File: src/design/bba_pkg.sv
// ----------------------------------------------------------------------------
// bba_pkg
// types, constants and control structs of the bitmap block allocator
// ----------------------------------------------------------------------------
`timescale 1ns / 1ps

package bba_pkg;

    // geometry of the allocation bitmap
    localparam int NUM_BLOCKS = 65536;
    localparam int WORD_BITS  = 32;
    localparam int NUM_WORDS  = NUM_BLOCKS / WORD_BITS;
    localparam int WORD_W     = $clog2(NUM_WORDS);
    localparam int OFS_W      = $clog2(WORD_BITS);
    localparam int LANE_BITS  = 8;
    localparam int LANE_W     = $clog2(WORD_BITS / LANE_BITS);
    localparam int LANE_OFS_W = $clog2(LANE_BITS);
    localparam int BLK_W      = 16;
    localparam int CNT_W      = 17;

    localparam logic [CNT_W-1:0] CNT_RESET = CNT_W'(NUM_BLOCKS);
    localparam logic [CNT_W-1:0] CNT_MAX   = {CNT_W{1'b1}};

    // request kinds
    typedef enum logic [1:0] {
        REQ_FIND  = 2'd0,
        REQ_ALLOC = 2'd1,
        REQ_FREE  = 2'd2,
        REQ_NONE  = 2'd3
    } t_req;

    // result status codes
    typedef enum logic [1:0] {
        ST_OK     = 2'd0,
        ST_PAST   = 2'd1,
        ST_USED   = 2'd2,
        ST_NOFREE = 2'd3
    } t_status;

    // controller states
    typedef enum logic [3:0] {
        S_CLEAR,
        S_IDLE,
        S_DECODE,
        S_FIND_RD,
        S_FIND_LANE,
        S_CHK_RD,
        S_CHK_TEST,
        S_SET_RD,
        S_SET_WR,
        S_RESP
    } t_state;

    // commands from controller to datapath
    typedef struct packed {
        logic    req_load;
        logic    clr_write;
        logic    scan_init;
        logic    mem_read;
        logic    lane_step;
        logic    word_next;
        logic    status_load;
        t_status status_val;
        logic    map_write;
        logic    cnt_update;
        logic    out_load;
    } t_cmd;

    // status from datapath to controller
    typedef struct packed {
        t_req kind;
        logic count_zero;
        logic range_past;
        logic clr_last;
        logic lane_found;
        logic lane_end;
        logic lane_last;
        logic word_hit;
        logic last_word;
        logic out_free;
    } t_sts;

endpackage

File: src/design/bba_ctrl.sv
// ----------------------------------------------------------------------------
// bba_ctrl
// request sequencer: clearing pass, find scan, check and write passes
// ----------------------------------------------------------------------------
`timescale 1ns / 1ps

module bba_ctrl (
    input  logic           i_clk,
    input  logic           i_rst_n,
    input  logic           i_in_valid,
    output logic           o_in_ready,
    input  bba_pkg::t_sts  i_sts,
    output bba_pkg::t_cmd  o_cmd
);

    bba_pkg::t_state r_state;
    bba_pkg::t_state n_state;

    // state register
    always_ff @(posedge i_clk) begin
        if (!i_rst_n) begin
            r_state <= bba_pkg::S_CLEAR;
        end else begin
            r_state <= n_state;
        end
    end

    // next state
    always_comb begin
        n_state = r_state;
        unique case (r_state)
            bba_pkg::S_CLEAR: begin
                if (i_sts.clr_last) n_state = bba_pkg::S_IDLE;
            end
            bba_pkg::S_IDLE: begin
                if (i_in_valid) n_state = bba_pkg::S_DECODE;
            end
            bba_pkg::S_DECODE: begin
                priority case (i_sts.kind)
                    bba_pkg::REQ_FIND: begin
                        n_state = i_sts.count_zero ? bba_pkg::S_RESP : bba_pkg::S_FIND_RD;
                    end
                    bba_pkg::REQ_ALLOC: begin
                        if (i_sts.range_past || i_sts.count_zero) n_state = bba_pkg::S_RESP;
                        else n_state = bba_pkg::S_CHK_RD;
                    end
                    bba_pkg::REQ_FREE: begin
                        if (i_sts.range_past || i_sts.count_zero) n_state = bba_pkg::S_RESP;
                        else n_state = bba_pkg::S_SET_RD;
                    end
                    default: n_state = bba_pkg::S_RESP;
                endcase
            end
            bba_pkg::S_FIND_RD: n_state = bba_pkg::S_FIND_LANE;
            bba_pkg::S_FIND_LANE: begin
                if (i_sts.lane_found || i_sts.lane_end) n_state = bba_pkg::S_RESP;
                else if (i_sts.lane_last) n_state = bba_pkg::S_FIND_RD;
            end
            bba_pkg::S_CHK_RD: n_state = bba_pkg::S_CHK_TEST;
            bba_pkg::S_CHK_TEST: begin
                if (i_sts.word_hit) n_state = bba_pkg::S_RESP;
                else if (i_sts.last_word) n_state = bba_pkg::S_SET_RD;
                else n_state = bba_pkg::S_CHK_RD;
            end
            bba_pkg::S_SET_RD: n_state = bba_pkg::S_SET_WR;
            bba_pkg::S_SET_WR: begin
                n_state = i_sts.last_word ? bba_pkg::S_RESP : bba_pkg::S_SET_RD;
            end
            bba_pkg::S_RESP: begin
                if (i_sts.out_free) n_state = bba_pkg::S_IDLE;
            end
            default: n_state = bba_pkg::S_CLEAR;
        endcase
    end

    // command outputs
    always_comb begin
        o_cmd            = '0;
        o_cmd.status_val = bba_pkg::ST_OK;
        o_in_ready       = 1'b0;
        unique case (r_state)
            bba_pkg::S_CLEAR: begin
                o_cmd.clr_write = 1'b1;
                o_cmd.word_next = 1'b1;
            end
            bba_pkg::S_IDLE: begin
                o_in_ready     = 1'b1;
                o_cmd.req_load = i_in_valid;
            end
            bba_pkg::S_DECODE: begin
                o_cmd.scan_init = 1'b1;
                if (i_sts.kind == bba_pkg::REQ_FIND && !i_sts.count_zero) begin
                    o_cmd.status_load = 1'b1;
                    o_cmd.status_val  = bba_pkg::ST_NOFREE;
                end else if ((i_sts.kind == bba_pkg::REQ_ALLOC ||
                              i_sts.kind == bba_pkg::REQ_FREE) && i_sts.range_past) begin
                    o_cmd.status_load = 1'b1;
                    o_cmd.status_val  = bba_pkg::ST_PAST;
                end
            end
            bba_pkg::S_FIND_RD: o_cmd.mem_read = 1'b1;
            bba_pkg::S_FIND_LANE: begin
                o_cmd.lane_step = 1'b1;
                o_cmd.word_next = i_sts.lane_last && !i_sts.lane_found && !i_sts.lane_end;
            end
            bba_pkg::S_CHK_RD: o_cmd.mem_read = 1'b1;
            bba_pkg::S_CHK_TEST: begin
                if (i_sts.word_hit) begin
                    o_cmd.status_load = 1'b1;
                    o_cmd.status_val  = bba_pkg::ST_USED;
                end else if (i_sts.last_word) begin
                    o_cmd.scan_init = 1'b1;
                end else begin
                    o_cmd.word_next = 1'b1;
                end
            end
            bba_pkg::S_SET_RD: o_cmd.mem_read = 1'b1;
            bba_pkg::S_SET_WR: begin
                o_cmd.map_write  = 1'b1;
                o_cmd.cnt_update = i_sts.last_word;
                o_cmd.word_next  = !i_sts.last_word;
            end
            bba_pkg::S_RESP: o_cmd.out_load = i_sts.out_free;
            default: o_cmd = '0;
        endcase
    end

endmodule

File: config.mk
export PLATFORM = sky130hd
export DESIGN_NAME = bba_ctrl
export DESIGN_NICKNAME = d
export VERILOG_FILES = /design/src/design/bba_pkg.sv /design/src/design/bba_ctrl.sv
export SDC_FILE = /design/constraint.sdc
export NUM_CORES = 1
export LEC_CHECK = 0
export BUFFER_PORTS_ARGS = -buffer_cell sky130_fd_sc_hd__clkbuf_2
export CAP_MARGIN = 10
export CORE_MARGIN = 8
export CORE_UTILIZATION = 39
export DETAILED_ROUTE_END_ITERATION = 10
export PLACE_DENSITY = 0.67
export RECOVER_POWER = 50
export SLEW_MARGIN = 10
export SYNTH_ARGS = -nofsm -noshare
export SYNTH_HDL_FRONTEND = slang
export SYNTH_SLANG_ARGS = --single-unit
File: constraint.sdc
create_clock -name i_clk -period 1.6 [get_ports i_clk]
set_clock_uncertainty 0.2 [all_clocks]
set_input_delay 0.32 -clock i_clk [delete_from_list [all_inputs] [get_ports i_clk]]
set_output_delay 0.32 -clock i_clk [all_outputs]
set_load 0.02 [all_outputs]
==> results of run 1 <==
cells in the mapped netlist (2+ instances only):
library cell,n,area (um^2)
inv_1,4,15.0
nor2b_1,3,18.8
nand3_1,5,25.0
nor2_1,7,26.3
and2_1,3,18.8
nand2_1,9,33.8
a21oi_1,7,35.0
dfxtp_1,4,80.1
o21a_1,2,15.0
nor3_1,7,35.0
ha_1,4,50.1
o21ai_1,2,10.0
buf_2,5,25.0
nand2b_1,6,37.5
timing repair:
item	4_1_cts
hold buffers	0
pin swaps	13
buffers inserted	4
cloned	0
gates resized for setup	46
setup endpoints to repair	16
cell families after synthesis:
logic type                 Yosys count
DFF                                  4
and+or+nand+nor                     46
AOI/OAI and AO/OA                   22
buffers and inverters               11
muxes                                2
adders and majority gates            4
stage by stage:
stage          hold slack, ns  util [%]  cells  TNS [ns]  setup WS, ns
3_3_place_gp            0.404      71.1    151     -1.54        -0.229
3_5_place_dp            0.413      71.1    151     -1.93        -0.272
2_1_floorplan           0.238         -     89    -0.200       -0.0633
4_1_cts                 0.155      87.8    159     -3.12        -0.332
==> summary.txt, run 1 <==
Clock network
  – Clock root buffer master: clkbuf_4
  – H-tree depth: 1
  – CTS Buf Count: 3
  – CTS max path bufs: 2
  – Clk sinks: 4

Global routing
  – Initial antenna violation count: 0
  – Largest net degree at the start of global routing: 9

Placed design
  – GPL Wtd Cong: 0.873
  – DP HPWL: 1.88 mm
  – Dpl cell area: 1050 um^2
  – Port bufs: 26

STA
  – Worst endpoint pin kind: output port
  – GR repair worst EP: o_cmd[6]

Logic synthesis
  – Xor-xnor portion of the synthesized cell area: 0%
  – Post-synthesis area per instance: 6.75 um^2
  – Main flop type after synthesis: dfxtp_1
  – Sequential-to-total area share from yosys stat: 13.3%
  – Compound-Gate Fraction of Synth Area: 25.8%
  – Syn Nets: roughly 110
  – Async set-or-reset flop fraction in the synthesized netlist: 0%
  – Cell count after synthesis: 89
  – Synth Area in Simple Gates: between 40 and 50%
  – Cell variety after synth: 35
  – Mapped Area: 601 um^2
  – Adder-Cell Fraction of Synth Area: 8.33%
  – Post-synthesis mux area share: approximately 3.5%
  – Post-synth EDFFs: 0
  – Largest family of logic cells by synthesized area: simple AND/OR/NAND/NOR gates
  – Number of synthesized register bits: 4
  – Synth warnings: 0

Status
  – Failed at: 5_1_grt
  – Outcome: did not finish
  – Log Error: [ERROR DPL-0033] detailed placement checks failed during check placement.

Floorplan
  – Die X-Extent: 55.2 um
  – Initial Util: between 40 and 50%
  – Ports: 27
  – Die height: 55.2 um
  – Row count: 14
==> run 2, diff against run 1 <==
--- a/config.mk
+++ b/config.mk
@@ -7,10 +7,10 @@
 export LEC_CHECK = 0
 export BUFFER_PORTS_ARGS = -buffer_cell sky130_fd_sc_hd__clkbuf_2
 export CAP_MARGIN = 10
-export CORE_MARGIN = 8
-export CORE_UTILIZATION = 39
+export CORE_AREA = 8 8 69 71
 export DETAILED_ROUTE_END_ITERATION = 10
-export PLACE_DENSITY = 0.67
+export DIE_AREA = 0 0 77 79
+export PLACE_DENSITY_LB_ADDON = 0.15
 export RECOVER_POWER = 50
 export SLEW_MARGIN = 10
 export SYNTH_ARGS = -nofsm -noshare
==> constraint.sdc (replaced) <==
create_clock -name i_clk -period 2.1 [get_ports i_clk]
set_clock_uncertainty 0.2 [all_clocks]
set_input_delay 0.42 -clock i_clk [delete_from_list [all_inputs] [get_ports i_clk]]
set_output_delay 0.42 -clock i_clk [all_outputs]
set_load 0.02 [all_outputs]
==> run 2 against run 1 <==
Against the previous run: the run now ends clean; synthesized cell count is the same; synthesized area is the same.
==> summary.txt, run 2 <==
Status
  – Outcome: complete, no violations

Setup path
  – CP Data Arrival Time: 1.42 ns
  – CP delay by family, top: simple AND/OR/NAND/NOR gates
  – Critical path class: reg2out
  – Worst path slowest cell: or3b_4
  – Critical Path RT: about 1.5 ns
  – Crit path launch type: flop
  – Worst r2r src: r_state[3]
  – CP max FO: 11
  – Worst setup EP type: output port
  – Worst setup path start: r_state[3]
  – CP cell instances: or3b_4 -> nor2_1 -> o21a_1 -> clkbuf_2
  – R2r setup slk: 0.33 ns
  – WP buf/inv: 1
  – Crit path largest cell delay: 0.42 ns

Drt
  – Routed vias/inst: between 4 and 5
  – ANT nets after route: 0
  – Routed WL per cell: 12.6 um
  – Top sig layer: met4
  – Wire length on met3: 109 um
  – WL met1: roughly 1.1 mm
  – DRC errors left: 0
  – WL met2: ~1 mm
  – Initial DRC count: 26
  – Drt first pass iters: 4
  – Via count: approximately 740
  – WL final: 2.20 mm

STA
  – Period utilization: 97.0%
  – Setup TNS: 0 ns
  – Fmax: 491 MHz
  – Final hold slack: 0.270 ns
  – Crit path time final: 2.04 ns
  – Worst Tran Pin Value: roughly 0.44 ns
  – Final setup fails: 0
  – Max Slew Vio Count: 0
  – Rel. slew slack: a little over two thirds
  – Final hold vios: 0
  – RSZ-0062 raised after global routing: false

Worst hold path
  – HP Class: in2reg
  – Hold Startpoint: i_rst_n

Floorplan
  – Die height: 79 um
  – Die X-Extent: 77 um
  – Row count: 23
  – Die Area: ~6100 um^2
  – Core box area: ~3800 um^2
  – Initial Util: 15.8%
  – Ports: 27

Power
  – Clock share of power: 14.8%
  – Net switching fraction of the power: 49.3%
  – Comb pwr share: 69.8%
  – Worst vdd ir: between 0.2 and 0.25 mV
  – Pint: 581 uW
  – Lkg Pwr: 0.000420 uW
  – NetSw: 565 uW
  – Power Dens Cells: 1220 nW/um^2
  – Register share of total power: 15.5%

Clock network
  – Clock Latency Late Sink: 0.22 ns
  – CTS tree: done
  – CTS Hold Bufs: 0
  – Clk sinks: 4
  – Clk slew on worst S/H paths: 0.03 ns
  – CTS Buf Count: 3
  – CTS max path bufs: 2
  – H-tree depth: 1
  – Clock root buffer master: clkbuf_8

Cells and area
  – Sequential cell area: 86.3 um^2
  – Number of inserted diodes: 0
  – Regs by FF count: r_state x4
  – Area growth syn-to-layout: 55.8%
  – Commonest non-fill, non-tap cell in the layout: clkbuf_2
  – Layout cells sized above 1: about two fifths
  – Most frequent cells in the layout: clkbuf_2, buf_4, nand2_1, a21oi_1, nor2_1
  – Largest Register: r_state
  – Max reg flops: 4
  – Area of the multi-input gates: 512 um^2
  – Fin nets: 144
  – # fillers: roughly 450

Logic synthesis
  – Post-synthesis area per instance: 6.75 um^2
  – Async set-or-reset flop fraction in the synthesized netlist: 0%
  – Most common cell in the netlist: nand2_1
  – Post-synth EDFFs: 0
  – Synth warnings: 0
  – Cell count after synthesis: a little under 90
  – Synth area leaders: dfxtp_1, ha_1, nand2b_1, a21oi_1, nor3_1
  – Cell variety after synth: 35
  – Number of synthesized register bits: 4
  – Syn Nets: around 110
  – Sequential-to-total area share from yosys stat: 13.3%
  – Mapped Area: 601 um^2
  – Area leader, netlist: dfxtp_1
  – Synth cell count leaders: nand2_1, a21oi_1, nor2_1, nor3_1, nand2b_1
  – Main flop type after synthesis: dfxtp_1
  – Area share of the largest cell type after synthesis: 13.3%

Global routing
  – GRT overflow: 0
  – GRT Util Overall: 7.36%
  – Initial antenna violation count: 0
  – Largest net degree at the start of global routing: 12
  – Global-route wire length before repair: 3.70 mm
  – Vias in the first global route: roughly 750

Run
  – Max_cap viols: 0

Placed design
  – Port bufs: 26
  – DP HPWL: 1.86 mm
  – GPL Wtd Cong: 0.727
[run 2: cell counts after synthesis]
Identical to the previous run, type by type.
[run 2: per-layer routing]
layer	global-route usage, %	vias to the layer above
li1	-	390
met1	9.55	326
met2	11.6	24
met3	2.37	2
met4	1.70	0
met5	0	-
[run 2: kinds of logic (layout without fill, tap and decap cells)]
kind of cell    after synthesis  count (layout)  synth area share (%)
buf+inv                      11              46                  7.91
fa+ha+maj                     4               4                  8.33
compound gates               22              22                  25.8
simple gates                 46              46                  41.0
mux                           2               2                  3.54
flops                         4               4                  13.3
[run 2: stage by stage]
step / total power (uW) / utilization (%) / setup slack [ns] / instances / instance area (um^2)
detailed placement: 931 / 22.8 / 0.000301 / 171 / 866
floorplan: 656 / - / 0.121 / 89 / 612
global placement: 937 / 22.8 / 0.0633 / 171 / 866
CTS: 1120 / 24.1 / 0.0596 / 174 / 916
global route: 1240 / 24.6 / 0.00686 / 174 / 936
finish: 1150 / 24.6 / 0.0627 / 174 / 936
[run 2: path summary, 6_finish.rpt]
kind	endpoint	depth (start not counted)
min reg2reg	r_state[0]	3
max	o_cmd[5]	4
min	r_state[3]	2
max reg2reg	r_state[0]	6
[run 2: layout make-up]
cell class | count | area share, %
multi-input cells | 74 | 54.7
well taps | 50 | 6.68
clock buffers | 3 | 4.41
inverters | 5 | 2.01
flip-flops and latches | 4 | 9.22
repair buffers | 38 | 23.0
[run 2: power by group through the flow]
stage	sequential (uW)	combinational, uW	clock (uW)
finish	177	800	169
global route	186	880	176
CTS	170	779	171
detailed placement	165	767	0
global placement	168	769	0
floorplan	129	527	0
[run 2: timing repair]
| action | 4_1_cts | 5_1_grt |
|---|---|---|
| buffers inserted | 0 | 0 |
| gates resized for setup | 5 | 6 |
| endpoints found under the setup margin | 2 | 1 |
Note: power is estimated with default switching activity, not from simulation.
